==> config.mk <==
export PLATFORM = sky130hd
export DESIGN_NAME = call_interval_window_monitor
export DESIGN_NICKNAME = d
export VERILOG_FILES = /design/src/rtl/cwm_pkg.sv /design/src/rtl/cwm_ram.sv /design/src/rtl/cwm_front.sv /design/src/rtl/cwm_queue.sv /design/src/rtl/cwm_back.sv /design/src/rtl/call_interval_window_monitor.sv
export SDC_FILE = /design/constraint.sdc
export NUM_CORES = 2
export LEC_CHECK = 0
export ABC_AREA = 0
export BUFFER_PORTS_ARGS = -buffer_cell sky130_fd_sc_hd__buf_2
export CAP_MARGIN = 5
export CORE_UTILIZATION = 40
export CTS_CLUSTER_DIAMETER = 50
export DETAILED_ROUTE_END_ITERATION = 16
export GPL_ROUTABILITY_DRIVEN = 0
export REMOVE_ABC_BUFFERS = 1
export SLEW_MARGIN = 10
export SYNTH_ARGS = -nofsm -noshare
export SYNTH_HDL_FRONTEND = slang
export SYNTH_SLANG_ARGS = --single-unit
==> constraint.sdc <==
create_clock -name i_clk -period 9.15 [get_ports i_clk]
set_input_delay 0.4575 -clock i_clk [delete_from_list [all_inputs] [get_ports i_clk]]
set_output_delay 0.4575 -clock i_clk [all_outputs]
set_load 0.02 [all_outputs]
==> src/rtl/cwm_pkg.sv <==
// ----------------------------------------------------------------------------
// cwm_pkg
// Field widths, reset values, register indexes and shared types.
// ----------------------------------------------------------------------------
package cwm_pkg;

    localparam int STAMP_W    = 48;
    localparam int INTERVAL_W = 31;
    localparam int SUM_OUT_W  = 37;
    localparam int WLEN_W     = 7;
    localparam int CFG_IDX_W  = 2;
    localparam int CFG_DATA_W = 32;

    localparam logic [INTERVAL_W-1:0] TARGET_RESET = 31'd1000;
    localparam logic [WLEN_W-1:0]     WLEN_RESET   = 7'd64;
    localparam logic [INTERVAL_W-1:0] INTERVAL_MAX = {INTERVAL_W{1'b1}};

    typedef enum logic [CFG_IDX_W-1:0] {
        CFG_TARGET = 2'd0,
        CFG_WINDOW = 2'd1
    } t_cfg_reg;

    // one classified item between front and back
    typedef struct packed {
        logic                  first;
        logic [INTERVAL_W-1:0] interval;
    } t_item;

    typedef struct packed {
        logic                  valid;
        logic [CFG_IDX_W-1:0]  index;
        logic [CFG_DATA_W-1:0] data;
    } t_cfg_wr;

endpackage

==> src/rtl/cwm_ram.sv <==
// ----------------------------------------------------------------------------
// cwm_ram
// Simple dual-port RAM, one write and one registered read per cycle.
// ----------------------------------------------------------------------------
module cwm_ram #(
    parameter int WIDTH = 31,
    parameter int DEPTH = 64
) (
    input  logic                                    i_clk,
    input  logic                                    i_we,
    input  logic [((DEPTH > 1) ? $clog2(DEPTH) : 1)-1:0] i_waddr,
    input  logic [WIDTH-1:0]                        i_wdata,
    input  logic [((DEPTH > 1) ? $clog2(DEPTH) : 1)-1:0] i_raddr,
    output logic [WIDTH-1:0]                        o_rdata
);

    logic [WIDTH-1:0] r_mem [DEPTH];
    logic [WIDTH-1:0] r_rdata;

    // read returns the old contents on a same-address write
    always_ff @(posedge i_clk) begin
        if (i_we) begin
            r_mem[i_waddr] <= i_wdata;
        end
        r_rdata <= r_mem[i_raddr];
    end

    assign o_rdata = r_rdata;

endmodule

==> src/rtl/cwm_front.sv <==
// ----------------------------------------------------------------------------
// cwm_front
// Takes call stamps, tags the first one, and forms the saturated interval.
// ----------------------------------------------------------------------------
module cwm_front (
    input  logic                           i_clk,
    input  logic                           i_rst_n,
    input  logic                           i_valid,
    input  logic [cwm_pkg::STAMP_W-1:0]    i_stamp,
    input  logic                           i_full,
    output logic                           o_stall,
    output logic                           o_push,
    output cwm_pkg::t_item                 o_item
);

    logic [cwm_pkg::STAMP_W-1:0] r_last_stamp;
    logic                        r_seen_first;
    logic [cwm_pkg::STAMP_W-1:0] diff;
    logic                        accept;
    logic                        too_long;

    assign o_stall  = i_full;
    assign accept   = i_valid && !i_full;
    assign o_push   = accept;

    // wraps modulo 2^48 by width
    assign diff     = i_stamp - r_last_stamp;
    assign too_long = |diff[cwm_pkg::STAMP_W-1:cwm_pkg::INTERVAL_W];

    always_comb begin
        o_item.first = !r_seen_first;
        if (!r_seen_first) begin
            o_item.interval = '0;
        end else if (too_long) begin
            o_item.interval = cwm_pkg::INTERVAL_MAX;
        end else begin
            o_item.interval = diff[cwm_pkg::INTERVAL_W-1:0];
        end
    end

    always_ff @(posedge i_clk) begin
        if (!i_rst_n) begin
            r_seen_first <= 1'b0;
            r_last_stamp <= '0;
        end else if (accept) begin
            r_seen_first <= 1'b1;
            r_last_stamp <= i_stamp;
        end
    end

endmodule

==> src/rtl/cwm_queue.sv <==
// ----------------------------------------------------------------------------
// cwm_queue
// Two-entry register queue between the front and the back.
// ----------------------------------------------------------------------------
module cwm_queue (
    input  logic            i_clk,
    input  logic            i_rst_n,
    input  logic            i_push,
    input  cwm_pkg::t_item  i_item,
    input  logic            i_pop,
    output logic            o_full,
    output logic            o_valid,
    output cwm_pkg::t_item  o_item
);

    cwm_pkg::t_item r_slot [2];
    logic [1:0]     r_count;
    logic           r_wr_ptr;
    logic           r_rd_ptr;

    assign o_full  = (r_count == 2'd2);
    assign o_valid = (r_count != 2'd0);
    assign o_item  = r_slot[r_rd_ptr];

    always_ff @(posedge i_clk) begin
        if (i_push) begin
            r_slot[r_wr_ptr] <= i_item;
        end
    end

    always_ff @(posedge i_clk) begin
        if (!i_rst_n) begin
            r_count  <= 2'd0;
            r_wr_ptr <= 1'b0;
            r_rd_ptr <= 1'b0;
        end else begin
            if (i_push) begin
                r_wr_ptr <= !r_wr_ptr;
            end
            if (i_pop) begin
                r_rd_ptr <= !r_rd_ptr;
            end
            case ({i_push, i_pop})
                2'b10:   r_count <= r_count + 2'd1;
                2'b01:   r_count <= r_count - 2'd1;
                default: r_count <= r_count;
            endcase
        end
    end

endmodule

==> src/rtl/cwm_back.sv <==
// ----------------------------------------------------------------------------
// cwm_back
// Window ring, running sum, rate decision and result register.
// ----------------------------------------------------------------------------
module cwm_back #(
    parameter int MAX_WINDOW = 64
) (
    input  logic                              i_clk,
    input  logic                              i_rst_n,
    input  cwm_pkg::t_cfg_wr                  i_cfg,
    input  logic                              i_q_valid,
    input  cwm_pkg::t_item                    i_q_item,
    output logic                              o_q_pop,
    input  logic                              i_out_stall,
    output logic                              o_out_valid,
    output logic                              o_rate_ok,
    output logic [cwm_pkg::INTERVAL_W-1:0]    o_interval_us,
    output logic                              o_window_full,
    output logic [cwm_pkg::SUM_OUT_W-1:0]     o_window_sum_us
);

    localparam int WCNT_W = $clog2(MAX_WINDOW + 1);
    localparam int SLOT_W = (MAX_WINDOW > 1) ? $clog2(MAX_WINDOW) : 1;
    localparam int SUM_W  = cwm_pkg::INTERVAL_W + WCNT_W;
    localparam logic [SLOT_W-1:0] LAST_SLOT = SLOT_W'(MAX_WINDOW - 1);

    function automatic logic [SLOT_W-1:0] slot_inc(input logic [SLOT_W-1:0] s);
        if (s == LAST_SLOT) begin
            return '0;
        end
        return s + SLOT_W'(1);
    endfunction

    // configuration
    logic [cwm_pkg::INTERVAL_W-1:0] r_target;
    logic [cwm_pkg::WLEN_W-1:0]     r_window;
    logic [WCNT_W-1:0]              eff_w;
    logic [WCNT_W-1:0]              r_eff_w;
    logic [SUM_W-1:0]               r_limit;
    logic                           wr_target;
    logic                           wr_window;

    // window state
    logic [WCNT_W-1:0]              r_fill,  n_fill;
    logic [SUM_W-1:0]               r_sum,   n_sum;
    logic [SLOT_W-1:0]              r_rslot, n_rslot;
    logic [SLOT_W-1:0]              r_wslot, n_wslot;
    logic [cwm_pkg::INTERVAL_W-1:0] r_head,  n_head;
    logic                           r_ok,    n_ok;

    // ring and same-address bypass
    logic                           ram_we;
    logic [SLOT_W-1:0]              ram_raddr;
    logic [cwm_pkg::INTERVAL_W-1:0] ram_rdata;
    logic                           r_byp;
    logic [cwm_pkg::INTERVAL_W-1:0] r_byp_data;
    logic [cwm_pkg::INTERVAL_W-1:0] next_head;

    // item datapath
    logic                           pop;
    logic                           drop;
    logic [WCNT_W-1:0]              fill_mid;
    logic [SUM_W-1:0]               sum_mid;
    logic                           full_new;
    logic                           ok_new;

    // result register
    logic                           r_out_valid;
    logic                           r_out_ok;
    logic [cwm_pkg::INTERVAL_W-1:0] r_out_interval;
    logic                           r_out_full;
    logic [cwm_pkg::SUM_OUT_W-1:0]  r_out_sum;

    assign wr_target = i_cfg.valid && (i_cfg.index == cwm_pkg::CFG_TARGET);
    assign wr_window = i_cfg.valid && (i_cfg.index == cwm_pkg::CFG_WINDOW);

    always_ff @(posedge i_clk) begin
        if (!i_rst_n) begin
            r_target <= cwm_pkg::TARGET_RESET;
            r_window <= cwm_pkg::WLEN_RESET;
        end else begin
            if (wr_target) begin
                r_target <= i_cfg.data[cwm_pkg::INTERVAL_W-1:0];
            end
            if (wr_window) begin
                r_window <= i_cfg.data[cwm_pkg::WLEN_W-1:0];
            end
        end
    end

    // zero acts as one, anything past the ring acts as the ring size
    always_comb begin
        if (r_window == '0) begin
            eff_w = WCNT_W'(1);
        end else if (32'(r_window) > 32'(MAX_WINDOW)) begin
            eff_w = WCNT_W'(MAX_WINDOW);
        end else begin
            eff_w = WCNT_W'(r_window);
        end
    end

    // mean < target compared as sum < target * length
    always_ff @(posedge i_clk) begin
        r_eff_w <= eff_w;
        r_limit <= SUM_W'(r_target) * SUM_W'(eff_w);
    end

    assign pop       = i_q_valid && (!r_out_valid || !i_out_stall);
    assign o_q_pop   = pop;
    assign drop      = !i_q_item.first && (r_fill >= r_eff_w);
    assign fill_mid  = r_fill - WCNT_W'(drop);
    assign sum_mid   = r_sum - (drop ? SUM_W'(r_head) : '0);
    assign next_head = r_byp ? r_byp_data : ram_rdata;

    always_comb begin
        n_fill  = r_fill;
        n_sum   = r_sum;
        n_rslot = r_rslot;
        n_wslot = r_wslot;
        n_head  = r_head;
        n_ok    = r_ok;
        ram_we  = 1'b0;
        if (wr_window) begin
            n_fill  = '0;
            n_sum   = '0;
            n_rslot = '0;
            n_wslot = '0;
        end else if (pop && !i_q_item.first) begin
            ram_we  = 1'b1;
            n_fill  = fill_mid + WCNT_W'(1);
            n_sum   = sum_mid + SUM_W'(i_q_item.interval);
            n_wslot = slot_inc(r_wslot);
            if (drop) begin
                n_rslot = slot_inc(r_rslot);
            end
            if (fill_mid == '0) begin
                n_head = i_q_item.interval;
            end else if (drop) begin
                n_head = next_head;
            end
            if (n_fill >= r_eff_w) begin
                n_ok = (n_sum < r_limit);
            end
        end
    end

    assign full_new = (n_fill >= r_eff_w);
    assign ok_new   = n_ok;

    // keep the entry after the oldest one ready for the next drop
    assign ram_raddr = slot_inc(n_rslot);

    cwm_ram #(
        .WIDTH (cwm_pkg::INTERVAL_W),
        .DEPTH (MAX_WINDOW)
    ) u_ring (
        .i_clk   (i_clk),
        .i_we    (ram_we),
        .i_waddr (r_wslot),
        .i_wdata (i_q_item.interval),
        .i_raddr (ram_raddr),
        .o_rdata (ram_rdata)
    );

    always_ff @(posedge i_clk) begin
        r_byp_data <= i_q_item.interval;
        r_head     <= n_head;
    end

    always_ff @(posedge i_clk) begin
        if (!i_rst_n) begin
            r_fill  <= '0;
            r_sum   <= '0;
            r_rslot <= '0;
            r_wslot <= '0;
            r_ok    <= 1'b1;
            r_byp   <= 1'b0;
        end else begin
            r_fill  <= n_fill;
            r_sum   <= n_sum;
            r_rslot <= n_rslot;
            r_wslot <= n_wslot;
            r_ok    <= n_ok;
            r_byp   <= ram_we && (r_wslot == ram_raddr);
        end
    end

    always_ff @(posedge i_clk) begin
        if (!i_rst_n) begin
            r_out_valid <= 1'b0;
        end else if (pop) begin
            r_out_valid <= 1'b1;
        end else if (!i_out_stall) begin
            r_out_valid <= 1'b0;
        end
    end

    always_ff @(posedge i_clk) begin
        if (pop) begin
            r_out_ok       <= ok_new;
            r_out_interval <= i_q_item.interval;
            r_out_full     <= full_new;
            r_out_sum      <= cwm_pkg::SUM_OUT_W'(n_sum);
        end
    end

    assign o_out_valid     = r_out_valid;
    assign o_rate_ok       = r_out_ok;
    assign o_interval_us   = r_out_interval;
    assign o_window_full   = r_out_full;
    assign o_window_sum_us = r_out_sum;

endmodule

==> src/rtl/call_interval_window_monitor.sv <==
// ----------------------------------------------------------------------------
// call_interval_window_monitor
// Sliding-window check of the mean spacing between call events.
// ----------------------------------------------------------------------------
// Each accepted timestamp gives one result. The first call after reset only
// records its stamp; every later call yields the interval since the previous
// one (modulo 2^48, clamped to 2^31-1), which enters a window of the last
// window_length intervals with an exact running sum. Once the window is full,
// rate_ok reports sum < target * length; until then it keeps its last value
// (set after reset). Writing window_length empties the window. The block takes
// one item per clock, sustained, while the output is not stalled; each item
// passes through the two-entry queue and its result is registered in the
// output register. That rate is set by the back stage, which drops the oldest
// interval from a prefetched head register, writes the ring RAM and updates
// the sum once per cycle. The queue separates stamp intake from the window
// update, so input stall rises only after the output has been stalled. No
// clearing pass is needed after reset.
// ----------------------------------------------------------------------------
module call_interval_window_monitor #(
    parameter int MAX_WINDOW = 64
) (
    input  logic                               i_clk,
    input  logic                               i_rst_n,
    input  logic                               i_in_valid,
    output logic                               o_in_stall,
    input  logic [cwm_pkg::STAMP_W-1:0]        i_timestamp_us,
    output logic                               o_out_valid,
    input  logic                               i_out_stall,
    output logic                               o_rate_ok,
    output logic [cwm_pkg::INTERVAL_W-1:0]     o_interval_us,
    output logic                               o_window_full,
    output logic [cwm_pkg::SUM_OUT_W-1:0]      o_window_sum_us,
    input  logic                               i_cfg_valid,
    output logic                               o_cfg_ready,
    input  logic [cwm_pkg::CFG_IDX_W-1:0]      i_cfg_index,
    input  logic [cwm_pkg::CFG_DATA_W-1:0]     i_cfg_data
);

    cwm_pkg::t_item   push_item;
    cwm_pkg::t_item   q_item;
    cwm_pkg::t_cfg_wr cfg;
    logic             push;
    logic             q_full;
    logic             q_valid;
    logic             q_pop;

    assign o_cfg_ready = 1'b1;
    assign cfg.valid   = i_cfg_valid;
    assign cfg.index   = i_cfg_index;
    assign cfg.data    = i_cfg_data;

    cwm_front u_front (
        .i_clk   (i_clk),
        .i_rst_n (i_rst_n),
        .i_valid (i_in_valid),
        .i_stamp (i_timestamp_us),
        .i_full  (q_full),
        .o_stall (o_in_stall),
        .o_push  (push),
        .o_item  (push_item)
    );

    cwm_queue u_queue (
        .i_clk   (i_clk),
        .i_rst_n (i_rst_n),
        .i_push  (push),
        .i_item  (push_item),
        .i_pop   (q_pop),
        .o_full  (q_full),
        .o_valid (q_valid),
        .o_item  (q_item)
    );

    cwm_back #(
        .MAX_WINDOW (MAX_WINDOW)
    ) u_back (
        .i_clk           (i_clk),
        .i_rst_n         (i_rst_n),
        .i_cfg           (cfg),
        .i_q_valid       (q_valid),
        .i_q_item        (q_item),
        .o_q_pop         (q_pop),
        .i_out_stall     (i_out_stall),
        .o_out_valid     (o_out_valid),
        .o_rate_ok       (o_rate_ok),
        .o_interval_us   (o_interval_us),
        .o_window_full   (o_window_full),
        .o_window_sum_us (o_window_sum_us)
    );

endmodule

==> After elaboration in Yosys (flattened, before gate mapping) <==
Memory sizes are Yosys's and may differ from the RTL's. A register that Yosys moved wholly into a read port is not among the register bits.
Index checks and enable logic that the tools add are counted.
{ "totals": {"regBits": 328, "latchBits": 0, "mem_bits_rw": 2048, "mem_bits_ro": 0, "input_bits": 87, "output_inout_bits": 73, "word_cells": 119, "n_memories": 2} }
{ "mem_list": {"columns": ["name", "depth", "width", "rd", "rd_clocked_by_memory_dff", "wr", "line", "rtl"], "rows": [
  ["u_back.u_ring.r_mem", 64, 31, 1, 1, 1, "cwm_ram.sv:17", "logic [WIDTH-1:0] r_mem [DEPTH];"],
  ["u_queue.r_slot", 2, 32, 1, 1, 1, "cwm_queue.sv:16", "cwm_pkg::t_item r_slot [2];"]
]} }
{ "op_classes": {"n_addsub": 10, "mul": 1, "n_div": 0, "n_lt_le_gt_ge": 5, "eq_ne": 9, "shifts": 0, "muxes": 43, "bitwise_logic": 2, "reduce_logical": 24} }
{ "op_table": {"columns": ["operator", "n"], "rows": [
  ["2-to-1 mux 31 bit", 6],
  ["2-to-1 mux 37 bit", 2],
  ["2-to-1 mux 6 bit", 9],
  ["subtractor 48 bit", 1],
  ["adder 38 x 31 -> 38 bit", 1],
  ["less-than comparator 38 bit", 1],
  ["multiplier 31 x 7 -> 38 bit", 1],
  ["subtractor 38 x 31 -> 38 bit", 1],
  ["2-to-1 mux 7 bit", 4],
  ["greater-or-equal comparator 7 bit", 3],
  ["2-to-1 mux 1 bit", 21],
  ["adder 6 x 1 -> 6 bit, second input constant", 3],
  ["== test 6 bit, second input constant", 3],
  ["OR reduction 17 bit", 1],
  ["zero test 7 bit", 2],
  ["adder 7 x 1 -> 7 bit, second input constant", 1],
  ["> comparator 7 bit, second input constant", 1],
  ["logical AND 1 bit", 7],
  ["zero test 1 bit", 7],
  ["subtractor 7 x 1 -> 7 bit", 1],
  ["== test 6 bit", 1],
  ["nonzero test 2 bit", 3],
  ["== test 2 x 1 -> 1 bit, second input constant", 2],
  ["== test 2 bit, second input constant", 2],
  ["9 further kinds", 10]
]} }

==> Longest topological paths before layout <==
{ "logic_depth": {"ltp_word": 15, "mapped_depth": 32, "depth_no_buf": 31} }

==> By module <==
A second synthesis with hierarchy kept.
{ "unflattened": {"cells_unflattened": 6686, "area_unflattened_um2": 105473.7} }
{ "modules_own_cells": {"columns": ["mod", "instances", "cells_per_inst", "area_each_um2", "seq_area_each_um2"], "rows": [
  ["cwm_ram", 1, 3418, 76305.7, 60197.7],
  ["cwm_back", 1, 2366, 21152.8, 6516.2],
  ["cwm_front", 1, 778, 5476.5, 980.9],
  ["cwm_queue", 1, 122, 2527.4, 2021.9],
  ["call_interval_window_monitor", 1, 2, 11.3, 0.0]
]} }

==> Worst setup path before layout <==
OpenSTA, ideal clock, no wires.
{ "synth_path": {"path_kind": "register to register", "startpoint": "register u_back.r_fill[0]", "endpoint": "register u_back.r_out_ok, in the netlist u_back.o_rate_ok (data pin)", "setup_ns": 0.130, "arrival_ns": 6.292, "required_ns": 9.020, "setup_slack_ns": 2.728, "path_stages_with_launch": 33, "n_path_buf": 1, "synth_period_minus_slack_ns": 6.422, "path_cell_list": "dfxtp_1 inv_1 ha_1 nand2b_1 a2111oi_1 o21ai_0 nand2_1 inv_1 clkbuf_1 nand2_1 fa_1 ha_1 a211oi_1 o21ai_0 a41oi_1 o21ai_0 a311oi_1 o21ai_0 o21a_1 nor2_1 xnor2_1 ha_1 a21o_1 a21oi_1 nor2b_1 o21ai_0 nand2b_1 a21oi_1 nor2b_1 o21ai_0 nand2b_1 a211o_1 nand2_1"} }
{ "synth_between": {"elab_chain_len": 9, "elab_cells_between_ends": 12, "classes_between": "add/sub: 4; order compare: 3; mux: 4; reduce/logical: 1"} }
{ "synth_rtl": {"columns": ["item", "line", "rtl"], "rows": [
  ["start: declaration", "cwm_back.sv:44", "logic [WCNT_W-1:0] r_fill, n_fill;"],
  ["start signal: assignment", "cwm_back.sv:179", "r_fill <= n_fill;"],
  ["greater-or-equal comparator 7 bit", "cwm_back.sv:110", "assign drop = !i_q_item.first && (r_fill >= r_eff_w);"],
  ["logical AND 1 bit", "cwm_back.sv:110", null],
  ["2-to-1 mux 31 bit", "cwm_back.sv:112", "assign sum_mid = r_sum - (drop ? SUM_W'(r_head) : '0);"],
  ["subtractor 38 x 31 -> 38 bit", "cwm_back.sv:112", null],
  ["adder 38 x 31 -> 38 bit", "cwm_back.sv:131", "n_sum = sum_mid + SUM_W'(i_q_item.interval);"],
  ["less-than comparator 38 bit", "cwm_back.sv:142", "n_ok = (n_sum < r_limit);"],
  ["2-to-1 mux 1 bit *", "cwm_back.sv:141", "if (n_fill >= r_eff_w) begin"],
  ["2-to-1 mux 1 bit *", "cwm_back.sv:128", "end else if (pop && !i_q_item.first) begin"],
  ["2-to-1 mux 1 bit *", "cwm_back.sv:123", "if (wr_window) begin"],
  ["named net u_back.n_ok", "cwm_back.sv:49", "logic r_ok, n_ok;"],
  ["end signal: assignment", "cwm_back.sv:200", "r_out_ok <= ok_new;"],
  ["end: declaration", "cwm_back.sv:69", "logic r_out_ok;"]
]} }
The timed path passes the listed nets; every way through them passes the cells marked *.
A chain may end at the register's enable or synchronous reset.

==> Worst setup path after layout <==
Ends and elaborated chain as after synthesis.

==> impl_metrics.tcl <==
set metrics [dict create \
    detailedRoute.firstIterationViolations 8806 \
    global_route.overflow_total 0 \
    rr_worst_depth 35 \
    internal_power_w 0.0231 \
    cts_buffers 299 \
    routed_wire_length_per_instance_um 28.7 \
    slew_headroom 0.148 \
    timing.fmax_mhz 138 \
    die_y_um 515 \
    synth_async_sr_flop_share 0 \
    synth-seq-area-share 0.663 \
    cp_common_cell "o21ai_0" \
    clk_pin_slew_ns 0.06 \
    dpl.cell_count 11000 \
    critical_path.slowest_cell "a2111oi_1" \
    power.share.switching 0.311 \
    worst_skew_pair.late_latency_ns 0.90 \
    synth_seq_cells 2408 \
    grt_pass1_vias 67800 \
    syn-mean-instance-area_um2 13.8 \
    mappedNetlistArea_mm2 0.105 \
    min_period_over_period 0.789 \
    yosys_most_used_dff "edfxtp_1" \
    powerDensity_mw_per_mm2 276 \
    worst_setup_path_end_kind "flip-flop" \
    syn-instance-count 7631 \
    power.ir.vdd_worst_mv 0.236 \
    nNetsFinal 8380 \
    num_vias 69300 \
    grt_pass1_wl_mm 478 \
    drv.max_cap_violation_count 0 \
    timing_hold_violations_final 0 \
    antenna_violations_before_repair 21 \
    worstSetupPathType "reg2reg" \
    drc_errors 0 \
    cts_resized 0 \
    areaGrowthSynthToFinish_pct 15.6 \
    dieArea_mm2 0.265 \
    synth_edf_count 2149 \
    placementRows 187 \
    core_region_area_mm2 0.260 \
    preCtsSetupSlack_ns 1.92 \
    avgViaCountPerCell 5.95 \
    finish.cell_count_without_fillers 11600 \
    net_switching_power_figure_w 0.0105 \
    critical_path_required_ns 9.86 \
    cts_tree "done" \
    worst_setup_path_start_kind "flip-flop" \
    drt_wl_total_mm 334 \
    h-tree-depth 5 \
    critical_path.endpoint "u_back.o_rate_ok" \
    tritoncts_num_sinks 2408 \
    cp.arrival_ns 7.93 \
    die_width_um 515 \
    grtUsageTotal 0.248 \
    grt_max_degree 144 \
    netlist-cell-type-count 96 \
    boundary_pins 160 \
    timing.final.crit_period_ns 7.22 \
    worst_pin_slew_ns 1.26 \
    critical_path_peak_fanout 29 \
    run_status "finished, final reports clean" \
    setup_ws_post_layout_ns 1.93 \
    worst_r2r_startpoint "u_back.r_fill[0]" \
    power.sequential.fraction 0.414 \
    synth-warning-count 0 \
    placed_wire_length_estimate_mm 199 \
    root_buffer "clkbuf_16" \
    regToRegSetupSlack_ns 1.93 \
    min-delay-path-class "in2reg" \
    post_route_cells_drive_above_1_share 0.141 \
    number_of_pins_with_negative_max_slew_slack_in_the_final_report 0 \
    port-buffer-count 157 \
    detail-route-antenna-nets 0 \
    setup.worst_path.start "u_back.r_fill[0]" \
    clk_path_buf_depth 4 \
    reg2reg_to "u_back.o_rate_ok" \
    static-leakage-power_nw 41.4 \
    initial_core_util 0.404 \
    share_comb_of_total_power 0.236 \
    fin_worst_skew_ns 0.0829 \
    dr.pass1.iters 6 \
    timing.final.setup_violations 0 \
    critical_path.max_stage_delay_ns 0.49 \
    clkPwrFrac 0.350 \
    rsz0062_at_grt "no" \
]
routing by layer:
layer | share of wire | vias up | routed length (um) | track usage
li1 | - | 29600 | - | -
met2 | 0.45 | 3615 | 152000 | 0.391
met1 | 0.39 | 35300 | 132000 | 0.328
met3 | 0.098 | 709 | 32700 | 0.0471
met4 | 0.053 | 4 | 17800 | 0.124
met5 | 0.000081 | - | 27 | 0
what timing repair did:
action | in CTS | in global routing
buffers inserted | 0 | 0
endpoints found under the hold margin | 88 | 0
hold buffers | 81 | 0
power by group through the flow:
stage               registers (W)  clock network, W  logic (W)
finish                     0.0139            0.0117    0.00792
CTS                        0.0139            0.0119    0.00787
floorplan                  0.0142                 0    0.00465
global route               0.0140            0.0123    0.00858
detailed placement         0.0141                 0    0.00780
global placement           0.0141                 0    0.00768
sequential cells by signal, summed over array words and instances, names as in the netlist, 2 cells and up, named ones only:
register,count
u_queue.r_slot,64
u_back.o_interval_us,31
u_back.r_fill,7
u_back.r_byp_data,31
u_back.r_limit,38
u_front.r_last_stamp,48
u_back.r_wslot,6
u_back.r_window,7
u_back.r_sum,38
u_back.o_window_sum_us,37
u_back.r_target,31
u_back.r_rslot,6
u_back.u_ring.r_mem,1984
u_back.r_eff_w,7
u_queue.r_count,2
u_back.r_head,31
u_back.u_ring.o_rdata,31
cell type report:
type                            count  area (um^2)
Tap cell                         3496         4370
Fill cell                       22500       139000
Timing Repair Buffer              476         3670
Inverter                          251          952
Sequential cell                  2408        69700
Clock buffer                      360         7980
Antenna cell                       10         25.0
Clock inverter                    171         1810
Multi-Input combinational cell   4474        33000
how the worst min path moves through the flow:
stage	end	slack, ns	cells past startpoint	start
2_1_floorplan	u_back.r_ok	0.43	2	u_back.r_ok
3_3_place_gp	u_front.r_last_stamp[39]	0.44	2	u_front.r_last_stamp[39]
3_5_place_dp	u_front.r_last_stamp[30]	0.45	2	u_front.r_last_stamp[30]
4_1_cts	u_back.r_target[13]	0.04	3	i_rst_n
5_1_grt	u_back.r_target[14]	0.1	3	i_rst_n
6_report	u_back.r_window[4]	0.09	3	i_rst_n
layout by cell type (no fill, tap or decap), types with 45 or more instances in the layout:
cell type / synthesis / layout
edfxtp_1: 2149 / 2149
dfxtp_1: 259 / 257
dlygate4sd3_1: 0 / 81
o22ai_1: 68 / 68
mux2i_1: 167 / 167
o221ai_1: 102 / 102
nand3_1: 75 / 74
ha_1: 207 / 206
a21o_1: 69 / 69
and3_1: 59 / 59
o21ai_0: 249 / 249
xnor2_1: 83 / 83
nor3_1: 233 / 231
o211ai_1: 65 / 65
nand2_1: 855 / 852
a221oi_1: 107 / 107
o311ai_0: 56 / 56
a21oi_1: 445 / 444
a31oi_1: 72 / 71
buf_4: 29 / 215
nor2_1: 443 / 375
buf_2: 128 / 157
clkbuf_1: 257 / 45
mux4_2: 113 / 113
a211oi_1: 84 / 83
or3_1: 65 / 65
nor2_4: 0 / 69
and2_1: 89 / 87
fa_1: 176 / 176
inv_1: 248 / 248
clkbuf_16: 0 / 309
critical path: cells and delay by family, from the launching register on:
family,cells,cell delay [ns]
AND/OR/NAND/NOR,9,0.87
XOR/XNOR,1,0.18
flip-flops,1,0.30
buffers and inverters,6,0.93
adder cells (fa/ha/maj),4,1.32
AO/OA/AOI/OAI,15,3.46
synth_stat cells (all sizes together), types with 15 or more instances:
master   number  area share
xor2         43      0.0036
o21a         25      0.0018
mux2         66      0.0071
mux2i       169       0.016
nand3        75      0.0036
fa          176       0.034
nor4         15      0.0010
and2         89      0.0053
nor3        233       0.011
a21oi       446       0.021
clkbuf      257      0.0092
a211o        25      0.0021
o311ai       65      0.0056
o311a        17      0.0016
o22ai        68      0.0040
xnor2        83      0.0069
edfxtp     2149        0.61
o221ai      102      0.0085
a221oi      107      0.0089
nand4        30      0.0018
o211ai       65      0.0046
nor2        447       0.016
buf         241       0.012
nand2b       31      0.0018
mux4        113       0.024
nand2       856       0.031
a311oi       27      0.0022
a31oi        72      0.0043
dfxtp       259       0.049
inv         250      0.0089
o21ai       260       0.012
nor2b        29      0.0017
or3          67      0.0041
and3         59      0.0035
o32ai        23      0.0019
a2111oi      25      0.0022
ha          207       0.025
a21o         69      0.0049
a211oi       84      0.0060
o21bai       19      0.0014
logic make-up (layout without fill, tap and decap cells):
family,after synthesis,count (layout),synth area share
DFF,2408,2408,0.663
adders and majority gates,383,383,0.0581
muxes,348,348,0.0474
and+or+nand+nor,1970,1970,0.0838
AOI/OAI and AO/OA,1646,1646,0.107
buffers and inverters,749,1258,0.0299
xor gates and xnor gates,126,126,0.0105
other,1,11,0.0000357
metrics by stage:
stage	TNS, ns	utilization	instance area, um^2	power, W	hold WS, ns
3_3_place_gp	0	0.426	111000	0.0218	0.441
5_1_grt	0	0.467	122000	0.0348	0.0958
2_1_floorplan	-574.87	-	103000	0.0189	0.433
6_report	0	0.467	122000	0.0336	0.0868
4_1_cts	0	0.467	122000	0.0336	0.0433
3_5_place_dp	0	0.426	111000	0.0219	0.446
(Power assumes the default switching activity.)
